File: src/hdl/tilt_to_level_averager_core_macros.svh
// ----------------------------------------------------------------------------
// Assertion macros for the tilt-to-level averager
// Concurrent assertion wrappers, one use per line in the asserting module.
// ----------------------------------------------------------------------------
`ifndef TILT_TO_LEVEL_AVERAGER_CORE_MACROS_SVH
`define TILT_TO_LEVEL_AVERAGER_CORE_MACROS_SVH

// Checked at every edge outside reset.
`define TLA_ASSERT(lbl, clk, rst_n, prop) \
  lbl: assert property (@(posedge clk) disable iff (!rst_n) prop) \
    else $error("tla assertion failed");

// Checked at every edge, reset included.
`define TLA_ASSERT_ALWAYS(lbl, clk, prop) \
  lbl: assert property (@(posedge clk) prop) \
    else $error("tla reset assertion failed");

`endif

File: src/hdl/tla_pkg.sv
// ----------------------------------------------------------------------------
// Tilt-to-level averager package
// Field widths, register map, reset values and sequencer states.
// ----------------------------------------------------------------------------
package tla_pkg;

  localparam int unsigned ACC_W      = 16;
  localparam int unsigned HGT_W      = 18;
  localparam int unsigned CFG_DATA_W = 16;
  localparam int unsigned CFG_IDX_W  = 2;
  localparam int unsigned SCNT_W     = 5;
  localparam int unsigned MUL_W      = 32;

  localparam logic [CFG_IDX_W-1:0] REG_BASE_HEIGHT  = 2'd0;
  localparam logic [CFG_IDX_W-1:0] REG_ARM_LENGTH   = 2'd1;
  localparam logic [CFG_IDX_W-1:0] REG_SAMPLE_COUNT = 2'd2;

  localparam logic [15:0]       BASE_HEIGHT_RST  = 16'd8704;
  localparam logic [15:0]       ARM_LENGTH_RST   = 16'd8704;
  localparam logic [SCNT_W-1:0] SAMPLE_COUNT_RST = 5'd10;

  typedef enum logic [3:0] {
    ST_IDLE,
    ST_SQX,
    ST_SQY,
    ST_SQZ,
    ST_ARM2,
    ST_TGT,
    ST_LOAD,
    ST_BMUL,
    ST_BCMP,
    ST_SUM,
    ST_DPREP,
    ST_DIV,
    ST_OUT
  } tla_state_e;

endpackage

File: src/hdl/tilt_to_level_averager_core.sv
// ----------------------------------------------------------------------------
// Tilt-to-level averager core
// Integer height base + arm * y / |a| per sample, averaged over a block.
// ----------------------------------------------------------------------------
//  channel   direction  handshake                 payload
//  in        input      in_valid_i / in_stall_o   accel_x_i, accel_y_i, accel_z_i
//  out       output     out_valid_o / out_stall_i avg_height_o
//  cfg       input      cfg_we_i                  cfg_idx_i, cfg_data_i
//
// One sample runs from acceptance back to ready through the squares, then a
// search over 16 result bits on the shared 32x32 multiplier, a multiply and a
// compare state per bit (skipped when y is zero). A block-closing sample adds the
// bit-serial divider, plus any wait for the output register to empty.
// Reset clears the sum, count and output valid and loads the default config.
// in_stall_o is high while a transaction is being worked on.
// ----------------------------------------------------------------------------
`include "tilt_to_level_averager_core_macros.svh"

module tilt_to_level_averager_core
  import tla_pkg::*;
#(
  parameter int unsigned MAX_SAMPLES = 16
) (
  input  logic                         clk_i,
  input  logic                         rst_ni,
  input  logic                         cfg_we_i,
  input  logic [CFG_IDX_W-1:0]         cfg_idx_i,
  input  logic [CFG_DATA_W-1:0]        cfg_data_i,
  input  logic                         in_valid_i,
  output logic                         in_stall_o,
  input  logic signed [ACC_W-1:0]      accel_x_i,
  input  logic signed [ACC_W-1:0]      accel_y_i,
  input  logic signed [ACC_W-1:0]      accel_z_i,
  output logic                         out_valid_o,
  input  logic                         out_stall_i,
  output logic signed [HGT_W-1:0]      avg_height_o
);

  localparam int unsigned CNT_W  = $clog2(MAX_SAMPLES + 1);
  localparam int unsigned SUM_W  = HGT_W + $clog2(MAX_SAMPLES);
  localparam int unsigned DCNT_W = $clog2(SUM_W + 1);
  localparam logic [8:0]  MAX_V  = 9'(MAX_SAMPLES);

  tla_state_e state_q, state_d;

  logic [15:0]             base_q, arm_q;
  logic [SCNT_W-1:0]       scnt_q;

  logic [ACC_W-1:0]        ax_q, ay_q, az_q, ax_d, ay_d, az_d;
  logic                    yneg_q, yneg_d, yzero_q, yzero_d;
  logic [2*MUL_W-1:0]      prod_q, prod_d;
  logic [MUL_W-1:0]        s_q, s_d, y2_q, y2_d;
  logic [2*MUL_W-1:0]      tgt_q, tgt_d;
  logic [15:0]             c_q, c_d, t_q, t_d;
  logic [MUL_W-1:0]        c2_q, c2_d, t2_q, t2_d;
  logic [3:0]              bit_q, bit_d;
  logic signed [SUM_W-1:0] sum_q, sum_d;
  logic [CNT_W-1:0]        cnt_q, cnt_d;
  logic [SUM_W-1:0]        dq_q, dq_d;
  logic [CNT_W-1:0]        rem_q, rem_d;
  logic                    dneg_q, dneg_d;
  logic [DCNT_W-1:0]       dcnt_q, dcnt_d;
  logic                    out_valid_q, out_valid_d;
  logic [HGT_W-1:0]        out_q, out_d;

  logic [MUL_W-1:0]        mul_a, mul_b;
  logic [8:0]              sc9, n9;
  logic [CNT_W-1:0]        n_eff, cnt_inc;
  logic                    pass;
  logic [15:0]             t_new;
  logic [MUL_W-1:0]        t2_new;
  logic [3:0]              nb;
  logic [HGT_W-1:0]        tval;
  logic signed [HGT_W-1:0] hgt;
  logic [SUM_W-1:0]        magu;
  logic [CNT_W:0]          r2;
  logic                    ge;
  logic [HGT_W-1:0]        qv;

  assign prod_d = mul_a * mul_b;

  always_comb begin
    sc9   = 9'(scnt_q);
    n9    = (scnt_q == '0) ? 9'd1 : ((sc9 > MAX_V) ? MAX_V : sc9);
    n_eff = CNT_W'(n9);
  end

  always_comb begin
    pass    = (c_q <= arm_q) && (prod_q <= tgt_q);
    t_new   = pass ? c_q : t_q;
    t2_new  = pass ? c2_q : t2_q;
    nb      = bit_q - 4'd1;
    tval    = HGT_W'(t_q);
    hgt     = $signed(HGT_W'(base_q) + (yneg_q ? (~tval + 1'b1) : tval));
    cnt_inc = cnt_q + 1'b1;
    magu    = sum_q[SUM_W-1] ? SUM_W'(~sum_q + 1'b1) : SUM_W'(sum_q);
    r2      = {rem_q, dq_q[SUM_W-1]};
    ge      = r2 >= {1'b0, n_eff};
    qv      = dq_q[HGT_W-1:0];
  end

  always_comb begin
    state_d     = state_q;
    ax_d        = ax_q;
    ay_d        = ay_q;
    az_d        = az_q;
    yneg_d      = yneg_q;
    yzero_d     = yzero_q;
    s_d         = s_q;
    y2_d        = y2_q;
    tgt_d       = tgt_q;
    c_d         = c_q;
    c2_d        = c2_q;
    t_d         = t_q;
    t2_d        = t2_q;
    bit_d       = bit_q;
    sum_d       = sum_q;
    cnt_d       = cnt_q;
    dq_d        = dq_q;
    rem_d       = rem_q;
    dneg_d      = dneg_q;
    dcnt_d      = dcnt_q;
    out_d       = out_q;
    out_valid_d = out_valid_q && out_stall_i;
    mul_a       = '0;
    mul_b       = '0;

    unique case (state_q)
      ST_IDLE: begin
        if (in_valid_i) begin
          ax_d    = accel_x_i[ACC_W-1] ? ~accel_x_i + 1'b1 : accel_x_i;
          ay_d    = accel_y_i[ACC_W-1] ? ~accel_y_i + 1'b1 : accel_y_i;
          az_d    = accel_z_i[ACC_W-1] ? ~accel_z_i + 1'b1 : accel_z_i;
          yneg_d  = accel_y_i[ACC_W-1];
          yzero_d = (accel_y_i == '0);
          state_d = ST_SQX;
        end
      end
      ST_SQX: begin
        mul_a   = MUL_W'(ax_q);
        mul_b   = MUL_W'(ax_q);
        state_d = ST_SQY;
      end
      ST_SQY: begin
        mul_a   = MUL_W'(ay_q);
        mul_b   = MUL_W'(ay_q);
        s_d     = prod_q[MUL_W-1:0];
        state_d = ST_SQZ;
      end
      ST_SQZ: begin
        mul_a   = MUL_W'(az_q);
        mul_b   = MUL_W'(az_q);
        s_d     = s_q + prod_q[MUL_W-1:0];
        y2_d    = prod_q[MUL_W-1:0];
        state_d = ST_ARM2;
      end
      ST_ARM2: begin
        mul_a   = MUL_W'(arm_q);
        mul_b   = MUL_W'(arm_q);
        s_d     = s_q + prod_q[MUL_W-1:0];
        state_d = ST_TGT;
      end
      ST_TGT: begin
        mul_a   = prod_q[MUL_W-1:0];
        mul_b   = y2_q;
        state_d = ST_LOAD;
      end
      ST_LOAD: begin
        tgt_d   = prod_q;
        t_d     = '0;
        t2_d    = '0;
        c_d     = 16'h8000;
        c2_d    = 32'h4000_0000;
        bit_d   = 4'd15;
        state_d = yzero_q ? ST_SUM : ST_BMUL;
      end
      ST_BMUL: begin
        mul_a   = c2_q;
        mul_b   = s_q;
        state_d = ST_BCMP;
      end
      ST_BCMP: begin
        // c^2 for the next bit from t^2 + 2*t*2^b + 2^2b, no multiply needed
        t_d   = t_new;
        t2_d  = t2_new;
        c_d   = t_new | (16'd1 << nb);
        c2_d  = t2_new + (MUL_W'(t_new) << ({1'b0, nb} + 5'd1)) + (32'd1 << {nb, 1'b0});
        bit_d = nb;
        state_d = (bit_q == 4'd0) ? ST_SUM : ST_BMUL;
      end
      ST_SUM: begin
        sum_d = sum_q + SUM_W'(hgt);
        cnt_d = cnt_inc;
        state_d = (cnt_inc >= n_eff) ? ST_DPREP : ST_IDLE;
      end
      ST_DPREP: begin
        dq_d    = magu + SUM_W'(n_eff >> 1);
        dneg_d  = sum_q[SUM_W-1];
        rem_d   = '0;
        dcnt_d  = DCNT_W'(SUM_W);
        sum_d   = '0;
        cnt_d   = '0;
        state_d = ST_DIV;
      end
      ST_DIV: begin
        rem_d  = ge ? CNT_W'(r2 - {1'b0, n_eff}) : CNT_W'(r2);
        dq_d   = {dq_q[SUM_W-2:0], ge};
        dcnt_d = dcnt_q - 1'b1;
        if (dcnt_q == DCNT_W'(1)) begin
          state_d = ST_OUT;
        end
      end
      ST_OUT: begin
        if (!(out_valid_q && out_stall_i)) begin
          out_d       = dneg_q ? (~qv + 1'b1) : qv;
          out_valid_d = 1'b1;
          state_d     = ST_IDLE;
        end
      end
      default: begin
        state_d = ST_IDLE;
      end
    endcase
  end

  always_ff @(posedge clk_i or negedge rst_ni) begin
    if (!rst_ni) begin
      state_q     <= ST_IDLE;
      sum_q       <= '0;
      cnt_q       <= '0;
      out_valid_q <= 1'b0;
      base_q      <= BASE_HEIGHT_RST;
      arm_q       <= ARM_LENGTH_RST;
      scnt_q      <= SAMPLE_COUNT_RST;
    end else begin
      state_q     <= state_d;
      sum_q       <= sum_d;
      cnt_q       <= cnt_d;
      out_valid_q <= out_valid_d;
      if (cfg_we_i) begin
        unique case (cfg_idx_i)
          REG_BASE_HEIGHT:  base_q <= cfg_data_i;
          REG_ARM_LENGTH:   arm_q  <= cfg_data_i;
          REG_SAMPLE_COUNT: scnt_q <= cfg_data_i[SCNT_W-1:0];
          default: ;
        endcase
      end
    end
  end

  always_ff @(posedge clk_i) begin
    ax_q    <= ax_d;
    ay_q    <= ay_d;
    az_q    <= az_d;
    yneg_q  <= yneg_d;
    yzero_q <= yzero_d;
    prod_q  <= prod_d;
    s_q     <= s_d;
    y2_q    <= y2_d;
    tgt_q   <= tgt_d;
    c_q     <= c_d;
    c2_q    <= c2_d;
    t_q     <= t_d;
    t2_q    <= t2_d;
    bit_q   <= bit_d;
    dq_q    <= dq_d;
    rem_q   <= rem_d;
    dneg_q  <= dneg_d;
    dcnt_q  <= dcnt_d;
    out_q   <= out_d;
  end

  assign in_stall_o   = (state_q != ST_IDLE);
  assign out_valid_o  = out_valid_q;
  assign avg_height_o = $signed(out_q);

  `TLA_ASSERT(a_busy_after_accept, clk_i, rst_ni, in_valid_i && !in_stall_o |=> in_stall_o)
  `TLA_ASSERT(a_cnt_bound, clk_i, rst_ni, cnt_q <= CNT_W'(MAX_SAMPLES))
  `TLA_ASSERT(a_term_le_arm, clk_i, rst_ni, (state_q == ST_SUM) |-> (t_q <= arm_q))
  `TLA_ASSERT(a_out_hold, clk_i, rst_ni, (state_q == ST_OUT) && out_valid_q && out_stall_i |=> (state_q == ST_OUT))
  `TLA_ASSERT_ALWAYS(a_reset_out, clk_i, !rst_ni |=> !out_valid_o)

endmodule

File: config.mk
export PLATFORM = sky130hd
export DESIGN_NAME = tilt_to_level_averager_core
export DESIGN_NICKNAME = d
export VERILOG_FILES = /design/src/hdl/tla_pkg.sv /design/src/hdl/tilt_to_level_averager_core.sv
export VERILOG_INCLUDE_DIRS = /design/src /design/src/hdl
export SDC_FILE = /design/constraint.sdc
export NUM_CORES = 2
export LEC_CHECK = 0
export ABC_AREA = 1
export BUFFER_PORTS_ARGS = -buffer_cell sky130_fd_sc_hd__buf_2
export CAP_MARGIN = 20
export CORE_MARGIN = 5
export CORE_UTILIZATION = 53
export CTS_BUF_LIST = sky130_fd_sc_hd__clkbuf_4 sky130_fd_sc_hd__clkbuf_8
export DETAILED_ROUTE_END_ITERATION = 8
export PLACE_DENSITY = 0.66
export RECOVER_POWER = 50
export REMOVE_ABC_BUFFERS = 1
export SYNTH_ARGS = -nofsm -noshare
export SYNTH_HDL_FRONTEND = slang
export SYNTH_SLANG_ARGS = --single-unit
File: constraint.sdc
create_clock -name clk_i -period 16.6 [get_ports clk_i]
set_input_delay 3.32 -clock clk_i [delete_from_list [all_inputs] [get_ports clk_i]]
set_output_delay 3.32 -clock clk_i [all_outputs]
set_load 0.1 [all_outputs]
After elaboration in Yosys (flattened, before gate mapping). Index checks and enable logic that the tools add are counted.

Multipliers: 1. Shifts and indexed selects: 3. Div/mod/pow operators: 0. Bitwise logic cells: 8. Add/subtract/negate cells: 17. Muxes and demuxes: 32. Magnitude comparators: 5. Equal/unequal tests: 18. Reductions and logical operators: 19.

Operator list (number): $pmux 32 s6 (2); $pmux 32 s2 (3); $add 32x32->32 (3); $pmux 22 s2 (2); $le 64x64->1 (1); $mul 32x32->64 (1); $pmux 16 s2 (2); $pmux 4 s13 (1); $add 16x1->16 const B (3); $not 16->16 (3); $mux 15 (3); $add 18x1->18 const B (2); $mux 18 (2); $mux 32 (1); $shl 1x5->32 const A (1); $shl 16x5->32 (1); $pmux 5 s2 (3); $mux 4 (6); $add 22x1->22 const B (1); $add 22x18->22 (1); $add 22x4->22 (1); $mux 22 (1); $not 22->22 (1); $eq 4x4->1 const B (5); other kinds (36) (53).

Memories kept: 0. Output and inout bits: 20. Register bits: 462. RAM bits: 0. ROM bits: 0. Latch bits: 0. Input port bits: 71.

Depth between registers and ports, before layout.
Depth after elaboration: 7. Gate-level depth with buffers: 47. Mapped depth without buffers: 46.

Worst setup path before layout. OpenSTA, ideal clock, no wires.

Path type: reg-to-reg. Start point: reg state_q[3]. End point: reg prod_q[61]. Cell stages (with the launch flop): 38. Arrival time: 8.485 ns. Required time: 16.528 ns. Setup slack: 8.043 ns. Setup time: 0.072 ns. Cell sequence: dfrtp_1 -> nor2_1 -> inv_1 -> nor2_1 -> buf_2 -> nand2_1 -> o21ai_0 -> a221oi_1 -> nand2_1 -> clkbuf_1 -> nand2_1 -> fa_1 -> inv_1 -> fa_1 -> inv_1 -> fa_1 -> fa_1 -> fa_1 -> [2 not listed] -> fa_1 -> fa_1 -> ha_1 -> nand2_1 -> nor2_1 -> inv_1 -> nor3_1 -> inv_1 -> nor4_2 -> nand3_1 -> nand3_1 -> nand2_1 -> nand3_1 -> nand2_1 -> o211ai_1 -> a21oi_1 -> o21ai_0 -> xor2_1.

Longest elaborated chain between the ends: 3. Elaborated cells between the ends (all ways): 9. Classes of those cells: 1 x mul; 6 x eq/ne; 2 x mux.

Ends and longest elaborated chain: from (decl) (line tilt_to_level_averager_core.sv:44) `tla_state_e state_q, state_d;`; from (signal assigned) (line tilt_to_level_averager_core.sv:236) `state_q <= state_d;`; $eq 4x3->1, or another cell as far along (line tilt_to_level_averager_core.sv:128) `unique case (state_q)`; $pmux 32 s6 (line tilt_to_level_averager_core.sv:128); $mul 32x32->64 (*) (line tilt_to_level_averager_core.sv:80) `assign prod_d = mul_a * mul_b;`; via prod_d[61] (line tilt_to_level_averager_core.sv:51) `logic [2*MUL_W-1:0] prod_q, prod_d;`; to (signal assigned) (line tilt_to_level_averager_core.sv:257) `prod_q <= prod_d;`; to (decl) (line tilt_to_level_averager_core.sv:51).

The timed path passes the listed nets; every way through them passes the cells marked *. A chain may end at the register's enable or synchronous reset.

Worst setup path in the final report.
Start point: reg state_q[3]. End point: reg prod_q[62].

Same word-level chain as after synthesis.

==> out/results.ini <==
[yosys]
synth_top_family_by_area = adder cells
syn_inst = 7418
muxShareOfSynthArea = 0.000162
ys_ff_latch = 462
synthSimpleGateAreaFrac = 0.156
syn_avg_cell_area_sq_um = 8.32
synth_xor_area_frac = 0.0314
synth_sequential_area_ratio = 0.209
yosysWarnings = 0
synth_edf_count = 329
async_flop_share = 0.149
synth_area_sq_um = 61700
ys_types = 64
synth_adder_area_share = 0.396
synth_compound_area_frac = 0.0797
ys.flop_type = edfxtp_1

[clock_tree]
clk_path_buf_depth = 3
numCtsBuffers = 77
cts_htree_levels = 3
ctsHoldBuffers = 0
cts_setup_buffers = 0
cts.clk_slew.worst_paths_ns = 0.07
clock-root-buffer = clkbuf_8
cts-resized-gates = 0
insertion_delay_ns = 0.69
clock-sinks = 462
cts_tree = built

[drt]
drcViolationCount = 0
drt_wl_total_microns = 192000
wire_per_inst_microns = 21.3
vias_per_cell = 5.51
drt-pass1-iter-count = 6
num_vias = 49823
dr.first_iter.drc_count = 4442
ant_nets = 0

[global_route]
grt_pass1_wl_microns = 298000
grt_use_met3 = 0.0544
grt-ovfl-total = 0
use_met2 = 0.513
grt_use_met1 = 0.432
grt_max_degree = 88
grt.busiest_layer = met2
grt_pass1_vias = 51152
track_usage = 0.318
antenna_found_initial = 4

[timing]
fin_skew_ns = 0.0429
fin_crit_ns = 12.51
rsz0062_at_grt = false
setup_viol = 0
post-route-period-util = 0.754
tns_ns = 0
finalHoldViolCount = 0
slew_violations = 486
worst_slew_pin_slew_ns = 3.96
max_freq_mhz = 79.9
whs_ns = 0.440
relSlewSlack = -1.64

[floorplan]
start_util = 0.532
num_rows = 125
die_w_microns = 351
io_pins = 91
dieArea_sq_um = 123000
die_h_microns = 351
coreArea_sq_um = 116000

[placement]
io_buffers = 90
dp_cells = 8892
dp_hpwl_microns = 154000
gp_congestion = 0.982

[setup_path]
cp.arrival_ns = 13.11
crit_type = flip-flop to flip-flop
end_kind = flip-flop
crit_fanout = 40
critPathRequiredTime_ns = 17.20
slowest_stage = clkbuf_1
cp-start-kind = flip-flop
max_stage_delay_ns = 1.66
cp_common_cell = fa_1

[job]
drv_cap = 11

[cells_and_area]
final_cell_count_no_fill = 9041
nets = 8924
area_delta_synth_final_pct = 6.52
drive_gt1_frac = 0.0494

[run_status]
outcome = finished, violations left
violations = max-capacitance violations, max-slew violations

[hold_path]
hold_class = flip-flop to flip-flop

## routing by layer
| layer | vias to the layer above | wire, microns |
|---|---|---|
| met5 | - | 0 |
| met4 | 0 | 9300 |
| met3 | 452 | 15600 |
| met2 | 1959 | 88500 |
| met1 | 24759 | 79100 |
| li1 | 22653 | - |
## worst paths after layout
check                                        endpoint                    from  slack [ns]  depth (start not counted)
worst min-delay path              tgt_q[47]$_DFFE_PP_      prod_q[47]$_DFF_P_        0.44                          0
worst min register to register    tgt_q[47]$_DFFE_PP_      prod_q[47]$_DFF_P_        0.44                          0
min in group asynchronous       out_valid_o$_DFF_PN0_                  rst_ni        4.11                          2
worst max-delay path               prod_q[62]$_DFF_P_  state_q[3]$_DFFE_PN0P_        4.09                         35
max in group asynchronous        arm_q[5]$_DFFE_PN0P_                  rst_ni       10.24                          2
worst max register to register     prod_q[62]$_DFF_P_  state_q[3]$_DFFE_PN0P_        4.09                         35
## worst max-delay path, delay by kind of cell (launching register included)
family                   cells  cell delay, ns
AO/OA/AOI/OAI                9            2.34
XOR/XNOR                     1            0.13
adder cells (fa/ha/maj)      9            4.17
buffers and inverters        8            3.57
flip-flops                   1            0.39
AND/OR/NAND/NOR              8            1.80
## metrics by stage
step                      utilization  worst slack, ns  instance area (sq um)
after detailed placement        0.553             6.29                  64100
after floorplan                     -             6.49                  60700
after global routing            0.567             3.56                  65700
after global placement          0.553             6.41                  64100
after CTS                       0.568             6.27                  65800
final                           0.567             4.09                  65700
## layout make-up
cell class                      instances  area [sq um]
Tap cell                             1524          1910
Multi-Input combinational cell       4883         41200
Clock inverter                         30           273
Fill cell                           10698         50200
Antenna cell                            3          7.51
Inverter                             1835          6890
Sequential cell                       462         12900
Clock buffer                          114          1440
Timing Repair Buffer                  190          1110
## state kept, by name, indices dropped and copies added, names as in the netlist, 18 cells and up
name / cells
avg_height_o: 18
c2_q: 32
y2_q: 32
dq_q: 22
s_q: 32
prod_q: 64
tgt_q: 64
sum_q: 22
t2_q: 32
## cell families after synthesis
logic type / after synthesis
AO/OA/AOI/OAI: 848
XOR/XNOR: 220
adder cells (fa/ha/maj): 1404
buffers and inverters: 2073
flip-flops: 462
multiplexers: 1
AND/OR/NAND/NOR: 2410
## cells in the final DEF, fill, tap and decap left out, types with 18 or more instances in the layout
cell,count
inv_1,1813
nand2_1,1485
fa_1,918
nor2_1,603
ha_1,486
edfxtp_1,329
a21oi_1,288
o21ai_0,281
nand3_1,167
xor2_1,147
clkbuf_8,93
buf_2,83
buf_4,79
xnor2_1,72
dfxtp_1,64
dfrtp_1,63
nor3_1,52
o21a_1,33
a221oi_1,32
a31oi_1,32
clkinv_1,31
clkbuf_1,28
nand4_1,25
o22ai_2,24
nor4_1,22
clkbuf_4,21
o21ai_1,20
a21o_1,18
o31ai_1,18
## synth_stat cells (3+ instances only)
cell / instances / area (sq um)
nand3b_1: 12 / 90.1
o21ai_0: 280 / 1400
o31ai_1: 18 / 135
nand4_1: 25 / 156
a31oi_1: 32 / 200
o22ai_2: 3 / 37.5
and3_1: 3 / 18.8
nor3b_1: 11 / 82.6
inv_2: 4 / 15.0
nor2_1: 607 / 2280
clkinv_1: 20 / 75.1
a211oi_1: 5 / 37.5
o21a_1: 33 / 248
xnor2_1: 72 / 631
a22o_1: 3 / 26.3
a32o_1: 12 / 120
a21o_1: 18 / 135
nor3_1: 52 / 260
buf_2: 26 / 130
ha_1: 486 / 6080
fa_1: 918 / 18400
a21boi_0: 7 / 52.6
dfrtp_1: 63 / 1580
o22ai_1: 44 / 275
or2_2: 8 / 50.1
edfxtp_1: 329 / 9880
nor4_1: 22 / 138
xor2_1: 147 / 1290
o211ai_1: 16 / 120
nand2_1: 1485 / 5570
o21bai_1: 13 / 97.6
dfxtp_1: 64 / 1280
clkbuf_1: 198 / 743
nand3_1: 167 / 836
nand2_2: 4 / 25.0
inv_1: 1811 / 6800
a21oi_1: 288 / 1440
o21ai_2: 8 / 70.1
a221oi_1: 32 / 280
o21ai_1: 21 / 105
buf_1: 9 / 33.8
buf_6: 3 / 33.8
dfstp_2: 6 / 158
Power is left out: the tool's default activity adds up to more than one toggle a clock period on the data nets, which glitch-free logic cannot reach.
